--- config.mk ---
export PLATFORM = sky130hd
export DESIGN_NAME = ttbl_interp
export DESIGN_NICKNAME = d
export VERILOG_FILES = /design/src/design/ttbl_pkg.sv /design/src/design/ttbl_interp.sv
export SDC_FILE = /design/constraint.sdc
export NUM_CORES = 2
export LEC_CHECK = 0
export ABC_AREA = 1
export BUFFER_PORTS_ARGS = -buffer_cell sky130_fd_sc_hd__buf_2
export CORE_ASPECT_RATIO = 0.9
export CORE_MARGIN = 5
export CORE_UTILIZATION = 53
export CTS_CLUSTER_DIAMETER = 150
export DETAILED_ROUTE_END_ITERATION = 8
export GPL_ROUTABILITY_DRIVEN = 0
export PLACE_DENSITY = 0.68
export SLEW_MARGIN = 10
export SYNTH_ARGS = -nofsm -noshare
export SYNTH_HDL_FRONTEND = slang
export SYNTH_SLANG_ARGS = --single-unit
--- constraint.sdc ---
create_clock -name clock -period 16.1 [get_ports clock]
set_clock_uncertainty 0.1 [all_clocks]
set_input_delay 0.805 -clock clock [delete_from_list [all_inputs] [get_ports clock]]
set_output_delay 0.805 -clock clock [all_outputs]
set_load 0.005 [all_outputs]
--- src/design/ttbl_pkg.sv ---
// Package for the timing table lookup: shared widths, opcodes and the
// axis-search result type. No dependencies.
package ttbl_pkg;

   localparam int VAL_W   = 24;   // axis points, table entries, results
   localparam int CNT_W   = 4;    // axis count field
   localparam int IDX_W   = 4;    // axis index, holds up to 16 points
   localparam int SPAN_W  = 2 * VAL_W;

   localparam logic [2:0] OP_SLEW_AXIS  = 3'd0;
   localparam logic [2:0] OP_LOAD_AXIS  = 3'd1;
   localparam logic [2:0] OP_DELAY_ENT  = 3'd2;
   localparam logic [2:0] OP_TRANS_ENT  = 3'd3;
   localparam logic [2:0] OP_SIZES      = 3'd4;
   localparam logic [2:0] OP_LOOKUP     = 3'd5;

   // Bracket found on one axis: indices, weights and span.
   typedef struct packed {
      logic [IDX_W-1:0] idx_lo;
      logic [IDX_W-1:0] idx_hi;
      logic [VAL_W-1:0] w_lo;
      logic [VAL_W-1:0] w_hi;
      logic [VAL_W-1:0] span;
   } ax_res_type;

endpackage

--- src/design/ttbl_interp.sv ---
// Bilinear weighted sum over four corners on one shared 25x24 multiplier,
// then a radix-2 divide by the span product. Depends on ttbl_pkg.
module ttbl_interp import ttbl_pkg::*; (
   input  logic              clock,
   input  logic              reset,
   input  logic              start,
   input  logic [VAL_W-1:0]  v11,
   input  logic [VAL_W-1:0]  v12,
   input  logic [VAL_W-1:0]  v21,
   input  logic [VAL_W-1:0]  v22,
   input  logic [VAL_W-1:0]  wt1,
   input  logic [VAL_W-1:0]  wt2,
   input  logic [VAL_W-1:0]  wc1,
   input  logic [VAL_W-1:0]  wc2,
   input  logic [SPAN_W-1:0] divisor,
   output logic              done,
   output logic [VAL_W-1:0]  quot
);

   localparam int PROD_W = 2 * VAL_W + 1;
   localparam int NUM_W  = 3 * VAL_W + 2;

   localparam logic [1:0] S_IDLE = 2'd0;
   localparam logic [1:0] S_MAC  = 2'd1;
   localparam logic [1:0] S_LOAD = 2'd2;
   localparam logic [1:0] S_DIV  = 2'd3;

   logic [1:0]        st_ff;
   logic [3:0]        step_ff;
   logic [4:0]        cnt_ff;
   logic              done_ff;
   logic [VAL_W:0]    mul_a;
   logic [VAL_W-1:0]  mul_b;
   logic [PROD_W-1:0] prod_ff;
   logic [PROD_W-1:0] r_ff;
   logic [PROD_W-1:0] r1_ff;
   logic [PROD_W-1:0] r2_ff;
   logic [NUM_W-1:0]  n_ff;
   logic [SPAN_W-1:0] rem_ff;
   logic [VAL_W-1:0]  lo_ff;
   logic [VAL_W-1:0]  q_ff;
   logic [SPAN_W:0]   trial;

   always_comb begin
      case (step_ff)
         4'd0:    begin mul_a = {1'b0, v11};          mul_b = wc1; end
         4'd1:    begin mul_a = {1'b0, v12};          mul_b = wc2; end
         4'd2:    begin mul_a = {1'b0, v21};          mul_b = wc1; end
         4'd3:    begin mul_a = {1'b0, v22};          mul_b = wc2; end
         4'd4:    begin mul_a = {1'b0, r1_ff[VAL_W-1:0]}; mul_b = wt1; end
         4'd5:    begin mul_a = r1_ff[PROD_W-1:VAL_W];    mul_b = wt1; end
         4'd6:    begin mul_a = {1'b0, r2_ff[VAL_W-1:0]}; mul_b = wt2; end
         4'd7:    begin mul_a = r2_ff[PROD_W-1:VAL_W];    mul_b = wt2; end
         default: begin mul_a = '0;                   mul_b = '0;  end
      endcase
   end

   assign trial = {rem_ff, lo_ff[VAL_W-1]};

   always_ff @(posedge clock) begin
      if (reset) begin
         st_ff   <= S_IDLE;
         done_ff <= 1'b0;
      end else begin
         done_ff <= 1'b0;
         case (st_ff)
            S_IDLE: if (start) st_ff <= S_MAC;
            S_MAC:  if (step_ff == 4'd8) st_ff <= S_LOAD;
            S_LOAD: st_ff <= S_DIV;
            S_DIV: begin
               if (cnt_ff == 5'(VAL_W - 1)) begin
                  done_ff <= 1'b1;
                  st_ff   <= S_IDLE;
               end
            end
            default: st_ff <= S_IDLE;
         endcase
      end
   end

   // Product of step s is folded in at step s+1.
   always_ff @(posedge clock) begin
      case (st_ff)
         S_IDLE: step_ff <= '0;
         S_MAC: begin
            step_ff <= step_ff + 4'd1;
            prod_ff <= PROD_W'(mul_a * mul_b);
            case (step_ff)
               4'd1: r_ff  <= prod_ff;
               4'd2: r1_ff <= r_ff + prod_ff;
               4'd3: r_ff  <= prod_ff;
               4'd4: r2_ff <= r_ff + prod_ff;
               4'd5: n_ff  <= NUM_W'(prod_ff);
               4'd6: n_ff  <= n_ff + NUM_W'({prod_ff, {VAL_W{1'b0}}});
               4'd7: n_ff  <= n_ff + NUM_W'(prod_ff);
               4'd8: n_ff  <= n_ff + NUM_W'({prod_ff, {VAL_W{1'b0}}});
               default: ;
            endcase
         end
         S_LOAD: begin
            // quotient fits 24 bits, so the upper part is already below divisor
            rem_ff <= n_ff[SPAN_W+VAL_W-1:VAL_W];
            lo_ff  <= n_ff[VAL_W-1:0];
            cnt_ff <= '0;
         end
         S_DIV: begin
            cnt_ff <= cnt_ff + 5'd1;
            lo_ff  <= {lo_ff[VAL_W-2:0], 1'b0};
            if (trial >= {1'b0, divisor}) begin
               rem_ff <= SPAN_W'(trial - {1'b0, divisor});
               q_ff   <= {q_ff[VAL_W-2:0], 1'b1};
            end else begin
               rem_ff <= trial[SPAN_W-1:0];
               q_ff   <= {q_ff[VAL_W-2:0], 1'b0};
            end
         end
         default: ;
      endcase
   end

   assign done = done_ff;
   assign quot = q_ff;

endmodule

==> out/metrics.yaml <==
run_status:
  outcome: "finished with violations"
  violations: "design-rule violations"
run:
  drv_cap: 0
finish:
  final_nets: 8601
  area_delta_synth_final_pct: 7.72
  fin_cells: 8791
  finalInstanceArea_sq_mm: 0.0565
  drive_above_1_share_pct: 6.69
timing:
  slew_headroom_pct: 33.0
  max_freq_mhz: 112
  fin_crit_sh_pct: 55.2
  hold_ws_ps: 339
  worstMarginPinSlew_ps: 1010
  slew_violations: 0
  tns_ps: 0
  hold_viol_final: 0
  rsz0062_at_grt: "false"
  setup_viol: 0
  fin_crit_ps: 8890
setup_path:
  crit_type: "flop to flop"
  crit_family: "adder cells"
  cp-end-kind: "flop"
  r2r_start: "step_ff[0]$_SDFFCE_PN0P_"
  cpMaxStageDelayCell: "fa_1"
  start_kind: "flop"
  max_stage_delay_ps: 650
  worst-path-buf-inv: 6
  crit_start: "step_ff[0]$_SDFFCE_PN0P_"
  critPathMaxFanout: 24
  cp_common_cell: "fa_1"
  arrival_ps: 9150
  required_ps: 16360
floorplan:
  die_w_um: 342
  core-area_sq_mm: 0.0982
  die_h_um: 308
  rows: 109
  initial_core_util_pct: 53.4
  ios: 268
  fp.dieArea_sq_mm: 0.105
detailed_routing:
  route.detailed.drc: 25
  dr.first_iter.drc_count: 5591
  ant_nets: 0
  wl_per_cell_um: 21.3
  vias: 50100
  routed_wl_mm: 187
  drt_first_pass_iters: 9
  viasPerCell: 5.70
clocking:
  cts_tree: "done"
  clkLatencyLatePin_ps: 610
  postCtsSetupBuffers: 0
  tritoncts.num_buffers: 42
  cts_resized: 0
  htree_levels: 2
  cts.clk_slew.worst_paths_ps: 70
  clock_sinks: 376
  root_buffer: "clkbuf_16"
  cts.hold.buffers_added: 0
  clockBufferDepth: 3
synthesis:
  synth_seq_cells: 376
  synth_area_sq_mm: 0.0524
  ys.warnings.count: 0
  synth_enable_flop_cells: 373
  synth_top_area_share_pct: 21.4
  synth_common_cells: "2164 x nand2_1, 1478 x inv_1, 744 x nor2_1"
  synth.distinct_cells: 44
  avgSynthCellArea_sq_um: 7.20
  netlist_instances: 7283
  synth_area_leaders: "edfxtp_1 21%, fa_1 19%, nand2_1 15%, inv_1 11%, ha_1 9.0%"
  syn_nets: 8410
  synthMostInstantiatedCell: "nand2_1"
  synthArstFlopShare_pct: 0
  ys_seq_area_share_pct: 21.5
  synth-main-ff-cell: "edfxtp_1"
  synth_top_area_cell: "edfxtp_1"
placement:
  placed_area_sq_mm: 0.0550
  portBuffers: 267
  hpwl_mm: 151
  placed_cells: 8706
global_routing:
  antenna_found_initial: 11
  grt_pass1_vias: 48500
  grt_pass1_wl_mm: 281
  track_usage_pct: 34.8
  grt_start_max_net_pins: 75
  grt_overflow_total: 0
min_path:
  min_from: "reset"
  worstHoldPathType: "input pin to flop"
through the flow:
stage,utilization (%),worst slack (ps)
after CTS,57.5,7290
after floorplan,-,8740
after global routing,57.5,6700
after global placement,56.0,7360
final,57.5,7210
after detailed placement,56.0,7290
per-layer routing:
| layer | vias to the layer above | global-route usage (%) | share of wire (%) |
|---|---|---|---|
| li1 | 23100 | - | - |
| met1 | 23500 | 45.2 | 38 |
| met2 | 2919 | 53.1 | 42 |
| met3 | 631 | 9.28 | 12 |
| met4 | 10 | 19.4 | 7.1 |
| met5 | - | 0 | 0.037 |
registers in the layout (all words and copies together) (netlist names):
signal   cells
n_ff        72
prod_ff     49
r1_ff       49
r2_ff       49
r_ff        49
rem_ff      48
lo_ff       24
quot        24
cnt_ff       5
step_ff      4
st_ff        2
done         1
cells in the final DEF (no fill, tap or decap), types with 24 or more instances in the layout:
cell type  count
nand2_1     2164
inv_1       1476
nor2_1       739
fa_1         508
ha_1         374
edfxtp_1     373
nand3_1      319
a21oi_1      292
buf_2        267
o21ai_0      196
nand4_1       98
a22o_1        75
nor3_1        68
xor2_1        65
inv_2         53
xnor2_1       52
clkbuf_16     43
buf_4         43
o21bai_1      32
a21o_1        24
worst paths after layout:
| path | endpoint | slack [ps] | cells past startpoint |
|---|---|---|---|
| setup / recovery | prod_ff[39]$_DFFE_PP_ | 7210 | 30 |
| hold / removal | st_ff[0]$_SDFFE_PP0P_ | 340 | 2 |
| setup reg to reg | prod_ff[39]$_DFFE_PP_ | 7210 | 30 |
| hold reg to reg | quot[11]$_DFFE_PP_ | 340 | 0 |
area by class of cell:
cell class                 count  area [sq um]
clock buffer                  53          1120
sequential                   376         11300
clock inverter                25           323
antenna                        7          17.5
fill                        9345         41700
multi-input combinational   5215         34800
tap                         1276          1600
inverter                    1529          5740
timing repair buffer         310          1660
cell families (layout without fill, tap and decap cells):
logic type | after synthesis | count (layout) | share of synthesized area (%)
simple gates | 3497 | 3497 | 27.2
buf+inv | 1692 | 1917 | 12.4
fa+ha+maj | 884 | 884 | 28.4
compound gates | 717 | 717 | 8.60
flops | 376 | 376 | 21.5
xor+xnor | 117 | 117 | 1.95
other cells | 0 | 7 | 0
Power is left out: the tool's default activity adds up to more than one toggle a clock period on the data nets, which glitch-free logic cannot reach.
