<file path="src/design/ttbl_pkg.sv">
// Package for the timing table lookup: shared widths, opcodes and the
// axis-search result type. No dependencies.
package ttbl_pkg;

   localparam int VAL_W   = 24;   // axis points, table entries, results
   localparam int CNT_W   = 4;    // axis count field
   localparam int IDX_W   = 4;    // axis index, holds up to 16 points
   localparam int SPAN_W  = 2 * VAL_W;

   localparam logic [2:0] OP_SLEW_AXIS  = 3'd0;
   localparam logic [2:0] OP_LOAD_AXIS  = 3'd1;
   localparam logic [2:0] OP_DELAY_ENT  = 3'd2;
   localparam logic [2:0] OP_TRANS_ENT  = 3'd3;
   localparam logic [2:0] OP_SIZES      = 3'd4;
   localparam logic [2:0] OP_LOOKUP     = 3'd5;

   // Bracket found on one axis: indices, weights and span.
   typedef struct packed {
      logic [IDX_W-1:0] idx_lo;
      logic [IDX_W-1:0] idx_hi;
      logic [VAL_W-1:0] w_lo;
      logic [VAL_W-1:0] w_hi;
      logic [VAL_W-1:0] span;
   } ax_res_type;

endpackage

</file>
<file path="src/design/ttbl_axis.sv">
// One axis store (all gates) with its sequential bracket search.
// Depends on ttbl_pkg.
module ttbl_axis import ttbl_pkg::*; #(
   parameter int GATE_TYPES  = 16,
   parameter int AXIS_POINTS = 8
) (
   input  logic             clock,
   input  logic             reset,
   input  logic             wr_en,
   input  logic [3:0]       wr_gate,
   input  logic [IDX_W-1:0] wr_idx,
   input  logic [VAL_W-1:0] wr_data,
   input  logic             start,
   input  logic [3:0]       gate,
   input  logic [CNT_W-1:0] count,
   input  logic [VAL_W-1:0] x,
   output logic             done,
   output ax_res_type       res
);

   localparam int DEPTH   = GATE_TYPES * AXIS_POINTS;
   localparam int AADDR_W = (DEPTH > 1) ? $clog2(DEPTH) : 1;

   localparam logic [1:0] S_IDLE  = 2'd0;
   localparam logic [1:0] S_FIRST = 2'd1;
   localparam logic [1:0] S_LAST  = 2'd2;
   localparam logic [1:0] S_SCAN  = 2'd3;

   logic [VAL_W-1:0]   mem [DEPTH];
   logic [VAL_W-1:0]   rd_data_ff;
   logic [AADDR_W-1:0] rd_addr;
   logic [AADDR_W-1:0] wr_addr;

   logic [1:0]       st_ff;
   logic [IDX_W-1:0] k_ff;
   logic [IDX_W-1:0] last_ff;
   logic [3:0]       gate_ff;
   logic [VAL_W-1:0] x_ff;
   logic [VAL_W-1:0] a0_ff;
   logic [VAL_W-1:0] prev_ff;
   logic             done_ff;
   ax_res_type       res_ff;

   function automatic logic [AADDR_W-1:0] ax_addr(input logic [3:0] g,
                                                   input logic [IDX_W-1:0] i);
      ax_addr = AADDR_W'(int'(g) * AXIS_POINTS + int'(i));
   endfunction

   assign wr_addr = ax_addr(wr_gate, wr_idx);

   always_comb begin
      case (st_ff)
         S_IDLE:  rd_addr = ax_addr(gate, '0);
         S_FIRST: rd_addr = ax_addr(gate_ff, last_ff);
         S_LAST:  rd_addr = ax_addr(gate_ff, IDX_W'(1));
         S_SCAN:  rd_addr = ax_addr(gate_ff, k_ff + IDX_W'(1));
         default: rd_addr = ax_addr(gate_ff, '0);
      endcase
   end

   always_ff @(posedge clock) begin
      if (wr_en) begin
         mem[wr_addr] <= wr_data;
      end
      rd_data_ff <= mem[rd_addr];
   end

   always_ff @(posedge clock) begin
      if (reset) begin
         st_ff   <= S_IDLE;
         done_ff <= 1'b0;
      end else begin
         done_ff <= 1'b0;
         case (st_ff)
            S_IDLE: begin
               if (start) begin
                  st_ff <= S_FIRST;
               end
            end
            S_FIRST: st_ff <= S_LAST;
            S_LAST: begin
               if (x_ff <= a0_ff || x_ff >= rd_data_ff) begin
                  done_ff <= 1'b1;
                  st_ff   <= S_IDLE;
               end else begin
                  st_ff <= S_SCAN;
               end
            end
            S_SCAN: begin
               if (rd_data_ff > x_ff) begin
                  done_ff <= 1'b1;
                  st_ff   <= S_IDLE;
               end
            end
            default: st_ff <= S_IDLE;
         endcase
      end
   end

   // Clamped ends give weights 1/0 over a unit span.
   always_ff @(posedge clock) begin
      case (st_ff)
         S_IDLE: begin
            gate_ff <= gate;
            x_ff    <= x;
            last_ff <= IDX_W'(count - CNT_W'(1));
         end
         S_FIRST: a0_ff <= rd_data_ff;
         S_LAST: begin
            prev_ff <= a0_ff;
            k_ff    <= IDX_W'(1);
            res_ff.w_lo <= VAL_W'(1);
            res_ff.w_hi <= '0;
            res_ff.span <= VAL_W'(1);
            if (x_ff <= a0_ff) begin
               res_ff.idx_lo <= '0;
               res_ff.idx_hi <= '0;
            end else begin
               res_ff.idx_lo <= last_ff;
               res_ff.idx_hi <= last_ff;
            end
         end
         S_SCAN: begin
            prev_ff <= rd_data_ff;
            k_ff    <= k_ff + IDX_W'(1);
            res_ff.idx_lo <= k_ff - IDX_W'(1);
            res_ff.idx_hi <= k_ff;
            res_ff.w_lo   <= rd_data_ff - x_ff;
            res_ff.w_hi   <= x_ff - prev_ff;
            res_ff.span   <= rd_data_ff - prev_ff;
         end
         default: ;
      endcase
   end

   assign done = done_ff;
   assign res  = res_ff;

endmodule

</file>
<file path="config.mk">
export PLATFORM = sky130hd
export DESIGN_NAME = ttbl_axis
export DESIGN_NICKNAME = d
export VERILOG_FILES = /design/src/design/ttbl_pkg.sv /design/src/design/ttbl_axis.sv
export SDC_FILE = /design/constraint.sdc
export NUM_CORES = 2
export LEC_CHECK = 0
export ABC_AREA = 1
export BUFFER_PORTS_ARGS = -buffer_cell sky130_fd_sc_hd__buf_2
export CAP_MARGIN = 5
export CORE_MARGIN = 2
export CORE_UTILIZATION = 32
export DETAILED_ROUTE_END_ITERATION = 6
export PLACE_DENSITY_LB_ADDON = 0.2
export SYNTH_ARGS = -nofsm -noshare
export SYNTH_HDL_FRONTEND = slang
export SYNTH_SLANG_ARGS = --single-unit
</file>
<file path="constraint.sdc">
create_clock -name clock -period 10.85 [get_ports clock]
set_input_delay 0.5425 -clock clock [delete_from_list [all_inputs] [get_ports clock]]
set_output_delay 0.5425 -clock clock [all_outputs]
set_load 0.005 [all_outputs]
</file>
==> metrics.cfg <==
[run_status]
status=finished, final reports clean

[clock_tree]
clk_path_buf_depth=4
cts_resized=0
clockRootBuffer=clkbuf_16
numClockSinks=3263
clk_pin_slew_ns=0.06
tritoncts=built
clock_latency_ns=0.94
cts_made_buffers=346
htreeDepth=5

[route]
final_antenna_net_count=0
dr.pass1.iters=6
wl_per_cell_um=27.2
drc=0
postRouteWirelength_um=470000
via_per_inst=5.44
vias=93992
first_iter_violations=10823

[floorplanning]
dieArea_um2=428000
die_h_um=654
start_util_pct=32.2
die_x_um=654
pin_count=149
rows=238
core-area_um2=421000

[synthesis]
postSynthNetCount=11561
ys_seq_area_share_pct=72.2
synth-edff-count=3236
synth-warning-count=0
synthArstFlopShare_pct=0
ys_ff_latch=3263
ys_types=36
synth_area_um2=135000
synthCells=11389
avgSynthCellArea_um2=11.9
synthFlopType=edfxtp_1

[worst_setup_path]
worst_r2r_endpoint=rd_data_ff[21]$_DFF_P_
cp_max_fo=129
ff2ff_path_depth=14
cp_top_family=buffers and inverters
arrival_ns=6.87
crit_chain=nand2_1 -> nand2_8 -> buf_12 -> buf_4 -> buf_4 -> buf_4 -> nand3_1 -> nand3_1 -> nand3_1 -> nand3_1 -> nand3_1 -> nand3_1 -> nand3_1 -> nand2_1
crit_top_cell=nand3_1
cp.required_ns=11.70
rrSetupSlack_ns=4.83
crit_path_start_kind=register
slowest_delay_ns=0.78
critPathCaptureType=register
rr_startpoint=st_ff[0]$_SDFFE_PP0P_
cp_num_buf_inv=4
path_class=register to register
slowest_stage=buf_4

[place]
gp_congestion=0.861
hpwl_um=251000
port_buffers=148

[global_route]
grt_pass1_wl_um=668000
met1_usage_pct=29.6
met2_usage_pct=33.7
busiest_layer=met2
grt_pass1_vias=89595
track_usage_pct=21.3
gr-usage-met3_pct=3.25
grt_max_degree=183
antenna_found_initial=21
overflow=0

[min_path]
holdCritStartpoint=wr_data[0]
worstHoldPathType=input port to register
hold_end=mem[11][0]$_DFFE_PP_
min_path_cells=1

[sta]
setup_tns_ns=0
fin_skew_ns=0.0441
worstMarginPinSlew_ns=1.21
rsz0062_at_grt=false
finalSetupViolCount=0
max_freq_ghz=0.166
min_period_over_period_pct=55.4
report.final.slew_viol_count=0
hold_viol_final=0
slew_headroom_pct=18.5
layout_min_cycle_time_ns=6.02

[layout]
layout_commonest_cell=nand3_1
final_nets=11526
most-common-layout-cells=4213 x nand3_1, 3236 x edfxtp_1, 2198 x nand2_1
area_growth_pct=13.6
drive_above_1_share_pct=8.94
final.fill_count=40362

[pwr]
power_mw=30.7
cellLeakagePower_nw=53.0
powerDensity_nw_per_um2=200
vdd_ir_drop_max_mv=0.136

[job]
drv_cap=0

## per-layer routing
| layer | routed length [um] | up-vias |
|---|---|---|
| li1 | - | 41511 |
| met1 | 200000 | 47593 |
| met2 | 215000 | 4232 |
| met3 | 36000 | 652 |
| met4 | 19400 | 4 |
| met5 | 26 | - |
## kinds of logic after synthesis
family / synth area share (%)
and+or+nand+nor: 22.5
DFF: 72.2
buffers and inverters: 3.08
AOI/OAI and AO/OA: 1.21
adders and majority gates: 0.978
xor gates and xnor gates: 0.0647
## synthesized netlist by cell type, types with 27 or more instances
cell      instances  area (um2)
ha_1            101        1260
buf_2           265        1330
dfxtp_1          27         541
nand3_1        4214       21100
nor2_1          238         893
nand2_1        2207        8280
a21oi_1         133         666
edfxtp_1       3236       97200
buf_1           131         492
clkbuf_1        422        1580
o21ai_0         113         566
inv_1           194         728
## worst max-delay path by stage
| stage | end | start | depth (start not counted) |
|---|---|---|---|
| after global placement | rd_data_ff[8]$_DFF_P_ | k_ff[0]$_SDFFCE_PP1P_ | 14 |
| after global routing | rd_data_ff[21]$_DFF_P_ | st_ff[0]$_SDFFE_PP0P_ | 14 |
| after detailed placement | rd_data_ff[21]$_DFF_P_ | st_ff[0]$_SDFFE_PP0P_ | 14 |
| final | rd_data_ff[21]$_DFF_P_ | st_ff[0]$_SDFFE_PP0P_ | 14 |
| after floorplan | k_ff[0]$_SDFFCE_PP1P_ | st_ff[1]$_SDFFE_PP0P_ | 1 |
| after CTS | rd_data_ff[21]$_DFF_P_ | st_ff[0]$_SDFFE_PP0P_ | 14 |
## power breakdown
| group | internal, mW | leakage, nW | switching, mW |
|---|---|---|---|
| clock network | 6.52 | 5.26 | 4.99 |
| logic | 1.18 | 18.3 | 3.76 |
| registers | 14.0 | 29.4 | 0.250 |
## per-stage QoR
stage,setup WS [ns],std cells,util (%),hold WS (ns),area [um2]
after floorplan,6.97,11389,-,0.408,135000
after global placement,5.12,16612,33.9,0.554,143000
after detailed placement,5.04,16612,33.9,0.556,143000
after CTS,5.05,17273,36.6,0.0398,154000
after global routing,4.61,17276,36.6,0.0577,154000
final,4.83,17285,36.6,0.0855,154000
## sequential cells by signal, indices dropped and copies added (netlist names)
register,cells
k_ff,4
st_ff,2
mem,3072
done,1
last_ff,4
rd_data_ff,24
res,80
a0_ff,24
x_ff,24
prev_ff,24
gate_ff,4
## area by class of cell
cell class	instances	area, um2	share of cell area (%)
Sequential cell	3263	97700	63.5
Antenna cell	12	30.0	0.0195
Tap cell	5640	7060	4.59
Clock inverter	196	1600	1.04
Timing Repair Buffer	438	3520	2.28
Clock buffer	431	9150	5.94
Inverter	198	771	0.501
Multi-Input combinational cell	7107	34000	22.1
## timing repair
action                    4_1_cts  5_1_grt
hold buffers                   34        0
buffers inserted                0        0
hold endpoints to repair       65        0
## worst reg2reg max path, cell delays in order, from the launching register on
cell and delay [ns]:
dfxtp_1 0.65, nand2_1 0.25, nand2_8 0.51, buf_12 0.53
buf_4 0.81, buf_4 0.85, buf_4 0.67, nand3_1 0.16
nand3_1 0.11, nand3_1 0.08, nand3_1 0.17, nand3_1 0.10
nand3_1 0.37, nand3_1 0.49, nand2_1 0.21
Power figures use the tool's default switching activity.
